[src/fwr_pkg.sv]
package fwr_pkg;

	localparam int DEPTH  = 32;
	localparam int IDX_W  = $clog2(DEPTH);
	localparam int CNT_W  = $clog2(DEPTH + 1);
	localparam int DATA_W = 32;
	localparam int SECOND = (DEPTH > 1) ? 1 : 0;

	typedef enum logic [1:0] {
		OP_PUSH   = 2'd0,
		OP_POP    = 2'd1,
		OP_REMOVE = 2'd2,
		OP_LIST   = 2'd3
	} op_t;

	typedef enum logic [1:0] {
		STAT_OK       = 2'd0,
		STAT_FULL     = 2'd1,
		STAT_EMPTY    = 2'd2,
		STAT_NOTFOUND = 2'd3
	} stat_t;

	typedef struct packed {
		logic latch;
		logic search;
		logic apply;
		logic list_start;
		logic list_emit;
	} cmd_t;

	typedef struct packed {
		op_t  op;
		logic fill_zero;
		logic list_last;
		logic out_free;
	} dp_stat_t;

endpackage

[src/fwr_ctrl.sv]
module fwr_ctrl import fwr_pkg::*; (
	input  logic     clk,
	input  logic     arst_n,
	input  logic     in_valid,
	output logic     in_stall,
	input  dp_stat_t dp_stat,
	output cmd_t     cmd
);

	typedef enum logic [3:0] {
		S_IDLE  = 4'b0001,
		S_EXEC  = 4'b0010,
		S_APPLY = 4'b0100,
		S_LIST  = 4'b1000
	} state_t;

	state_t state_q, state_d;

	always_comb begin
		state_d  = state_q;
		cmd      = '0;
		in_stall = 1'b1;
		case (state_q)
			S_IDLE: begin
				in_stall = 1'b0;
				if (in_valid) begin
					cmd.latch = 1'b1;
					state_d   = S_EXEC;
				end
			end
			S_EXEC: begin
				case (dp_stat.op)
					OP_REMOVE: begin
						cmd.search = 1'b1;
						state_d    = S_APPLY;
					end
					OP_LIST: begin
						if (dp_stat.fill_zero) begin
							if (dp_stat.out_free) begin
								cmd.apply = 1'b1;
								state_d   = S_IDLE;
							end
						end else begin
							cmd.list_start = 1'b1;
							state_d        = S_LIST;
						end
					end
					default: begin
						if (dp_stat.out_free) begin
							cmd.apply = 1'b1;
							state_d   = S_IDLE;
						end
					end
				endcase
			end
			S_APPLY: begin
				if (dp_stat.out_free) begin
					cmd.apply = 1'b1;
					state_d   = S_IDLE;
				end
			end
			S_LIST: begin
				if (dp_stat.out_free) begin
					cmd.list_emit = 1'b1;
					if (dp_stat.list_last)
						state_d = S_IDLE;
				end
			end
			default: state_d = S_IDLE;
		endcase
	end

	always_ff @(posedge clk or negedge arst_n) begin
		if (!arst_n)
			state_q <= S_IDLE;
		else
			state_q <= state_d;
	end

endmodule

[src/fwr_datapath.sv]
module fwr_datapath import fwr_pkg::*; (
	input  logic                     clk,
	input  logic                     arst_n,
	input  cmd_t                     cmd,
	output dp_stat_t                 dp_stat,
	input  logic [1:0]               op,
	input  logic signed [DATA_W-1:0] value,
	output logic                     out_valid,
	input  logic                     out_stall,
	output logic signed [DATA_W-1:0] item,
	output logic [5:0]               count,
	output logic [1:0]               status,
	output logic                     last
);

	op_t                      op_q;
	logic [DATA_W-1:0]        value_q;
	logic [DATA_W-1:0]        ent_q [DEPTH];
	logic [CNT_W-1:0]         fill_q;
	logic [DEPTH-1:0]         match_q;
	logic                     found_q;
	logic [IDX_W-1:0]         idx_q;

	logic [DATA_W-1:0]        item_q;
	logic [CNT_W-1:0]         count_q;
	stat_t                    status_q;
	logic                     last_q;
	logic                     out_valid_q;

	logic [DEPTH-1:0]         eq;
	logic [DEPTH-1:0]         ge_mask;
	logic                     empty;
	logic                     full;
	logic                     shift_en;
	logic                     wr_en;
	logic                     load;
	logic                     out_free;
	logic [DATA_W-1:0]        res_item;
	logic [CNT_W-1:0]         res_count;
	stat_t                    res_status;
	logic                     res_last;
	logic [CNT_W-1:0]         fill_d;
	logic [DATA_W-1:0]        head_after_shift;

	assign empty    = (fill_q == '0);
	assign full     = (fill_q == CNT_W'(DEPTH));
	assign out_free = !out_valid_q || !out_stall;
	assign load     = cmd.apply || cmd.list_emit;

	assign dp_stat.op        = op_q;
	assign dp_stat.fill_zero = empty;
	assign dp_stat.list_last = ((CNT_W'(idx_q) + 1'b1) == fill_q);
	assign dp_stat.out_free  = out_free;

	// Compare every held slot at once; only slots below the fill count take part.
	always_comb begin
		for (int i = 0; i < DEPTH; i++)
			eq[i] = (ent_q[i] == value_q) && (CNT_W'(i) < fill_q);
	end

	// A pop closes the gap from slot zero, a remove from the first matching slot.
	assign ge_mask  = (op_q == OP_POP) ? '1 : ~(match_q - 1'b1);
	assign shift_en = cmd.apply && !empty &&
		((op_q == OP_POP) || (op_q == OP_REMOVE && found_q));
	assign wr_en    = cmd.apply && (op_q == OP_PUSH) && !full;
	assign head_after_shift = (fill_q > CNT_W'(1)) ? ent_q[SECOND] : '0;

	always_comb begin
		res_item   = ent_q[0];
		res_count  = fill_q;
		res_status = STAT_OK;
		res_last   = 1'b1;
		fill_d     = fill_q;
		if (cmd.list_emit) begin
			res_item = ent_q[idx_q];
			res_last = dp_stat.list_last;
		end else if (empty && op_q != OP_PUSH) begin
			res_item   = '0;
			res_status = STAT_EMPTY;
		end else begin
			case (op_q)
				OP_PUSH: begin
					if (full) begin
						res_status = STAT_FULL;
					end else begin
						fill_d    = fill_q + 1'b1;
						res_count = fill_d;
						if (empty)
							res_item = value_q;
					end
				end
				OP_POP: begin
					fill_d    = fill_q - 1'b1;
					res_count = fill_d;
					res_item  = head_after_shift;
				end
				OP_REMOVE: begin
					if (!found_q) begin
						res_status = STAT_NOTFOUND;
					end else begin
						fill_d    = fill_q - 1'b1;
						res_count = fill_d;
						if (match_q[0])
							res_item = head_after_shift;
					end
				end
				default: res_status = STAT_OK;
			endcase
		end
	end

	always_ff @(posedge clk) begin
		if (cmd.latch) begin
			value_q <= value;
		end
		if (cmd.search) begin
			match_q <= eq & (~eq + 1'b1);
			found_q <= |eq;
		end
		for (int i = 0; i < DEPTH; i++) begin
			if (shift_en && ge_mask[i])
				ent_q[i] <= ent_q[(i + 1 < DEPTH) ? i + 1 : i];
			else if (wr_en && fill_q == CNT_W'(i))
				ent_q[i] <= value_q;
		end
		if (load) begin
			item_q   <= res_item;
			count_q  <= res_count;
			status_q <= res_status;
			last_q   <= res_last;
		end
	end

	always_ff @(posedge clk or negedge arst_n) begin
		if (!arst_n) begin
			op_q        <= OP_PUSH;
			fill_q      <= '0;
			idx_q       <= '0;
			out_valid_q <= 1'b0;
		end else begin
			if (cmd.latch)
				op_q <= op_t'(op);
			if (cmd.apply)
				fill_q <= fill_d;
			if (cmd.list_start)
				idx_q <= '0;
			else if (cmd.list_emit)
				idx_q <= idx_q + 1'b1;
			if (load)
				out_valid_q <= 1'b1;
			else if (out_free)
				out_valid_q <= 1'b0;
		end
	end

	assign out_valid = out_valid_q;
	assign item      = item_q;
	assign count     = 6'(count_q);
	assign status    = status_q;
	assign last      = last_q;

endmodule

[src/fifo_with_remove_by_value_core.sv]
// Ordered queue of up to 32 signed words with push, pop, remove-first-match
// and list. Push and pop are accepted and then applied; remove is accepted,
// then runs the parallel compare over all slots, then closes the gap. A list
// is accepted and started, then emits one beat per held entry per cycle while
// the output is not stalled, head first, with last on the final beat. An
// empty queue answers every operation but push with item 0, count 0 and the
// empty status. The result beat sits in an output register, so a waiting
// result does not stall the work on the following operation until its own
// result is due.
module fifo_with_remove_by_value_core import fwr_pkg::*; (
	input  logic                     clk,
	input  logic                     arst_n,
	input  logic                     in_valid,
	output logic                     in_stall,
	input  logic [1:0]               op,
	input  logic signed [DATA_W-1:0] value,
	output logic                     out_valid,
	input  logic                     out_stall,
	output logic signed [DATA_W-1:0] item,
	output logic [5:0]               count,
	output logic [1:0]               status,
	output logic                     last
);

	cmd_t     cmd;
	dp_stat_t dp_stat;

	fwr_ctrl u_ctrl (
		.clk      (clk),
		.arst_n   (arst_n),
		.in_valid (in_valid),
		.in_stall (in_stall),
		.dp_stat  (dp_stat),
		.cmd      (cmd)
	);

	fwr_datapath u_datapath (
		.clk       (clk),
		.arst_n    (arst_n),
		.cmd       (cmd),
		.dp_stat   (dp_stat),
		.op        (op),
		.value     (value),
		.out_valid (out_valid),
		.out_stall (out_stall),
		.item      (item),
		.count     (count),
		.status    (status),
		.last      (last)
	);

endmodule
[config.mk]
export PLATFORM = sky130hd
export DESIGN_NAME = fifo_with_remove_by_value_core
export DESIGN_NICKNAME = d
export VERILOG_FILES = /design/src/fwr_pkg.sv /design/src/fwr_ctrl.sv /design/src/fwr_datapath.sv /design/src/fifo_with_remove_by_value_core.sv
export SDC_FILE = /design/constraint.sdc
export NUM_CORES = 2
export LEC_CHECK = 0
export BUFFER_PORTS_ARGS = -buffer_cell sky130_fd_sc_hd__buf_2
export CAP_MARGIN = 25
export CORE_ASPECT_RATIO = 1.25
export CORE_UTILIZATION = 58
export CTS_BUF_LIST = sky130_fd_sc_hd__clkbuf_2
export CTS_CLUSTER_SIZE = 24
export DETAILED_ROUTE_END_ITERATION = 8
export PLACE_DENSITY_LB_ADDON = 0.08
export RECOVER_POWER = 100
export SYNTH_ARGS = -nofsm -noshare
export SYNTH_HDL_FRONTEND = slang
export SYNTH_HIERARCHICAL = 1
export SYNTH_SLANG_ARGS = --single-unit
[constraint.sdc]
create_clock -name clk -period 11.95 [get_ports clk]
set_input_delay 1.7925 -clock clk [delete_from_list [all_inputs] [get_ports clk]]
set_output_delay 1.7925 -clock clk [all_outputs]
set_load 0.05 [all_outputs]
* Yosys cells after proc, flatten, opt, wreduce, memory -nomap -nowiden
Memory sizes are Yosys's and may differ from the RTL's.
Index checks and enable logic that the tools add are counted.
** Storage, ports and cells
- Register bits :: 124
- RAM bits :: 1024
- Output and inout port bits :: 43
- Word-level logic and storage cells :: 514
- Memories :: 1
** Memory list
- u_datapath.ent_q :: depth 32, bits a word 32, read ports 33, clocked after memory_dff 0, write ports 32, line fwr_datapath.sv:18 : logic [DATA_W-1:0] ent_q [DEPTH];
** Operators by class
- $add $sub $neg :: 6
- $lt $le $gt $ge :: 33
- Equality and inequality tests :: 75
- Multiplexer cells :: 234
- Bitwise gates (word level) :: 35
- Reductions and logical operators :: 117
** Operators by type and width (count)
- $mux W32 :: 40
- $eq A32 B32 Y1 :: 32
- $mux W1 :: 174
- $logic_and A1 B1 Y1 :: 102
- $eq A6 B5 Y1 const B :: 16
- $lt A5 B6 Y1 const A :: 16
- $pmux W32 S3 :: 1
- $not A32 Y32 :: 2
- $eq A6 B4 Y1 const B :: 8
- $lt A4 B6 Y1 const A :: 8
- $add A32 B1 Y32 const B :: 1
- $and A32 B32 Y32 :: 1
- $or A1 B1 Y1 :: 32
- $reduce_or A32 Y1 :: 1
- $sub A32 B1 Y32 const B :: 1
- $eq A6 B3 Y1 const B :: 4
- $lt A3 B6 Y1 const A :: 4
- $mux W6 :: 4
- $mux W4 :: 5
- $pmux W6 S3 :: 1
- $pmux W4 S4 :: 1
- $eq A6 B2 Y1 const B :: 2
- $lt A1 B6 Y1 const A :: 2
- $lt A2 B6 Y1 const A :: 2
- 28 further kinds :: 40

* Longest topological paths before layout
- Depth in word-level cells :: 13
- Depth in mapped cells :: 18

* Modules after synthesis
Netlist, hierarchy kept.
** Modules (own cells, without submodules)
- fwr_datapath :: instances 1, cells each 5348, area each 70048.4 sq um, sequential area each 34252.9 sq um
- fwr_ctrl :: instances 1, cells each 35, area each 300.3 sq um, sequential area each 101.3 sq um

* Least setup slack after synthesis
Ideal clock, no wire load.
- Kind :: input to register
- Start :: input port out_stall
- End :: memory u_datapath.ent_q[31][0] (enable)
- Arrival :: 5.726 ns
- Required time :: 11.449 ns
- Setup slack :: 5.723 ns
- Stages :: 7
- Path through :: nand2_1 -> buf_4 -> nand2_1 -> a21oi_1 -> clkbuf_1 -> nand2_1 -> nor4_1
** RTL lines
- start, declared :: line fifo_with_remove_by_value_core.sv:18 : input logic out_stall,
- end, declared :: line fwr_datapath.sv:18

* Final worst setup path
- Start :: register u_datapath.value_q[4]
- End :: register u_datapath.match_q[22], data pin
** Between the ends
- Cells in the longest elaborated chain, start to end :: 5
** Ends and longest elaborated chain
- start, declared :: line fwr_datapath.sv:17 : logic [DATA_W-1:0] value_q;
- start signal, assigned :: line fwr_datapath.sv:114 : value_q <= value;
- $eq A32 B32 Y1 :: line fwr_datapath.sv:58 : eq[i] = (ent_q[i] == value_q) && (CNT_W'(i) < fill_q);
- $logic_and A1 B1 Y1 :: line fwr_datapath.sv:58
- net u_datapath.eq[0] :: line fwr_datapath.sv:30 : logic [DEPTH-1:0] eq;
- $not A32 Y32 :: line fwr_datapath.sv:117 : match_q <= eq & (~eq + 1'b1);
- $add A32 B1 Y32 :: line fwr_datapath.sv:117
- $and A32 B32 Y32 :: line fwr_datapath.sv:117
- end signal, assigned :: line fwr_datapath.sv:117
- end, declared :: line fwr_datapath.sv:20 : logic [DEPTH-1:0] match_q;
The timed path passes the listed nets, and every way through them passes these cells.
A chain may end at the register's enable or synchronous reset.

==> flow_summary.yaml <==
synth:
  netlist_top_cells_area: "sky130_fd_sc_hd__edfxtp_1 (48%), sky130_fd_sc_hd__mux2_2 (17%), sky130_fd_sc_hd__xor2_1 (7.1%), sky130_fd_sc_hd__xnor2_1 (6.1%), sky130_fd_sc_hd__mux4_2 (4.1%)"
  async_reset_ff_share_pct: 1.569
  synth_cells: 5383
  synth_enable_flop_cells: 1129
  synthesis.area_per_instance_um2: 13.07
  yosysWarningCount: 6
  synth_top_area_share_pct: 48.19
  ys_dominant_reg_cell: "sky130_fd_sc_hd__edfxtp_1"
  sequential_element_share_of_the_synthesized_area_pct: 48.83
  synth_top_cell_by_area: "sky130_fd_sc_hd__edfxtp_1"
  synth.lib_cells_used.distinct: 71
  post_synth_instance_area_mm2: 0.07035
  synth-seq-cells: 1147
  syn_nets: 5428
clocking:
  clockRootBuffer: "sky130_fd_sc_hd__clkbuf_2"
  h_tree_levels: 5
  clock-sinks: 1147
  tritoncts: "built"
  max-clock-path-buffers: 4
  worst_skew_pair.late_latency_ps: 1800
  cts-resized-gates: 0
  clkSlewWorstSetupHoldPaths_ps: 120
  total_clock_buffers_created_by_cts: 314
  cts.repair_timing.setup_buffer_count: 0
sta:
  post-route-period-util_pct: 71.97
  report.final.hold_viol_count: 0
  timing.final.max_slew_violations: 3668
  max_clock_freq_mhz: 116.3
  worst_clock_skew_ps: 150.7
  worst_slew_margin_rel_pct: -318.0
  period_minus_slack_ps: 8600
  setup_violations: 0
  finalHoldWorstSlack_ps: 211.4
  tns_ps: 0
  grt_setup_unrepaired: "no"
  timing_worst_slew_pin_value_ps: 6270
layout:
  syn2layout_area_growth_pct: 5.940
  share_of_final_layout_standard_cells_stronger_than_drive_strength_1_pct: 32.29
  num-nets-final: 5543
  layout.cells.most_common_list: "sky130_fd_sc_hd__edfxtp_1 (1129), sky130_fd_sc_hd__mux2_2 (1043), sky130_fd_sc_hd__xor2_1 (571)"
  fillerInstances: 9931
  mostFrequentLayoutCell: "sky130_fd_sc_hd__edfxtp_1"
hold_path:
  worstHoldPathType: "input pin to flop"
  whs_endpoint: "u_datapath/value_q[29]$_DFFE_PP_"
  worst_hold_path_depth: 1
  holdCritStartpoint: "value[29]"
setup_path:
  worstSetupStartpoint: "u_datapath/value_q[4]$_DFFE_PP_"
  r2r_end: "u_datapath/match_q[22]$_DFFE_PP_"
  crit_fanout: 65
  critical_path_end_type: "flop"
  slowest_delay_ps: 3840
  crit_top_cell: "sky130_fd_sc_hd__nor4_1"
  path_buf_inv: 1
  critical_path_depth: 8
  required_ps: 13430
  timing.critical_path.slowest_stage_cell: "sky130_fd_sc_hd__clkbuf_1"
  critPathArrivalTime_ps: 10080
  critical_path.top_delay_family: "buffers and inverters"
  start_of_the_worst_register_to_register_path: "u_datapath/value_q[4]$_DFFE_PP_"
  setup.worst_path.start_class: "flop"
  worstSetupPathType: "flop to flop"
  ff2ff_path_depth: 8
  worst_path_cell_trace: "clkbuf_1, xor2_1, nor4_1, nand4_1, nor4_1, and3b_1, nand3_1, nor3_1"
  timing.reg2reg.setup_slack_ps: 3350
power_and_ir_drop:
  max-vdd-ir-drop_v: 0.0001651
  cellPowerDensity_mw_per_mm2: 162.3
  p_total_uw: 12100
  leakagePower_uw: 0.02364
outcome:
  violations: "capacitance limit, slew limit"
  status: "complete, but fails checks"
global_routing:
  grt_util_met1_pct: 51.95
  first_pass_grt_wire_length_mm: 407.1
  pin_count_of_the_biggest_net_entering_global_routing: 78
  grt_pass1_vias: 50341
  grt_use_met2_pct: 76.07
  track_usage_pct: 48.64
  gr-usage-met3_pct: 12.69
  antenna_found_initial: 25
  gr-max-usage-layer: "met2"
  overflow: 0
die:
  start_util_pct: 58.57
  floorplan.io_pins: 81
  die_w_um: 313.5
  core_region_area_mm2: 0.1201
  die_span_in_y_um: 391.4
  placementRows: 142
  die_area_mm2: 0.1227
run:
  cap_viol_max_count: 101
drt:
  route.detailed.vias_per_inst: 7.132
  remaining_drc_errors: 0
  finalWirelength_mm: 299.5
  wirelength_per_cell_um: 41.08
  via_count: 51995
  postRouteAntennaNets: 0
  detailedRoute.firstPassIterationCount: 6
  detail_route.iter0.violations: 7189
placed_design:
  finalWeightedCongestion: 1.043
  place.detailed.hpwl_mm: 208.0
  place.port_buffers: 80
## worst max-delay path by stage
stage / end / slack [ps]
floorplan: u_datapath/ent_q[31][0]$_DFFE_PP_ / 5720
global placement: u_datapath/ent_q[28][27]$_DFFE_PP_ / 6320
detailed placement: u_datapath/ent_q[28][27]$_DFFE_PP_ / 6410
CTS: u_datapath/ent_q[28][0]$_DFFE_PP_ / 6460
global route: u_datapath/ent_q[17][24]$_DFFE_PP_ / 3150
finish: u_datapath/match_q[22]$_DFFE_PP_ / 3350
## where the power goes
part / switching [uW] / total, uW / internal [uW] / leakage (uW)
Combinational: 2910 / 4160 / 1250 / 0.0112
Clock: 1720 / 2810 / 1090 / 0.00205
Sequential: 332 / 5120 / 4790 / 0.0104
## metal layers
layer | up-vias | part of all wire, %
li1 | 20861 | -
met1 | 25832 | 31
met2 | 3911 | 46
met3 | 1373 | 10
met4 | 18 | 13
met5 | - | 0.042
## synthesized netlist by cell type (all sizes together), types with 17 or more instances
cell and number:
edfxtp 1129, mux2 1061, xor2 571, xnor2 490
buf 289, clkbuf 198, mux2i 193, a21oi 172
nor4 169, nand4 142, mux4 128, nand2 126
o22ai 100, o21ai 97, nor2 79, o221ai 77
nor3 68, nand3 45, a211oi 36, a22o 20
o21a 20, dfrtp 17
## registers in the layout, summed over array words and instances (netlist names), 2 cells and up
name	count
u_ctrl/state_q	4
u_datapath/count	6
u_datapath/ent_q	1024
u_datapath/match_q	31
u_datapath/item	32
u_datapath/status	2
u_datapath/idx_q	5
u_datapath/op_q	2
u_datapath/value_q	32
u_datapath/fill_q	6
## final cells by class
class,count,area [um2],share of cell area [%]
clock buffers,460,2302,3.089
flip-flops and latches,1147,34360,46.11
multi-input cells,3733,33960,45.57
diodes,20,50.05,0.06715
inverters,16,60.06,0.08058
well taps,1584,1982,2.659
clock inverters,44,277.8,0.3727
repair buffers,286,1528,2.050
## cell families after synthesis
logic type / count (synthesis) / synth area share [%]
multiplexers: 1382 / 23.83
flip-flops: 1147 / 48.83
XOR/XNOR: 1061 / 13.21
AND/OR/NAND/NOR: 720 / 5.727
AO/OA/AOI/OAI: 563 / 5.069
buffers and inverters: 503 / 3.209
adder cells (fa/ha/maj): 7 / 0.1245
## stage by stage
step	setup slack (ps)	utilization (%)	instance area, um2	instances
after global routing	3148	62.02	74490	7275
after floorplan	5723	-	70350	5383
after global placement	6318	60.43	72570	6743
final	3350	62.05	74530	7290
after CTS	6462	62.69	75300	7255
after detailed placement	6408	60.54	72710	6750
## what timing repair did
action                                  CTS  global route
endpoints found under the setup margin    0             0
endpoints found under the hold margin    17             0
hold buffers                              1             0
No activity file was read; power rests on OpenSTA's default activity.
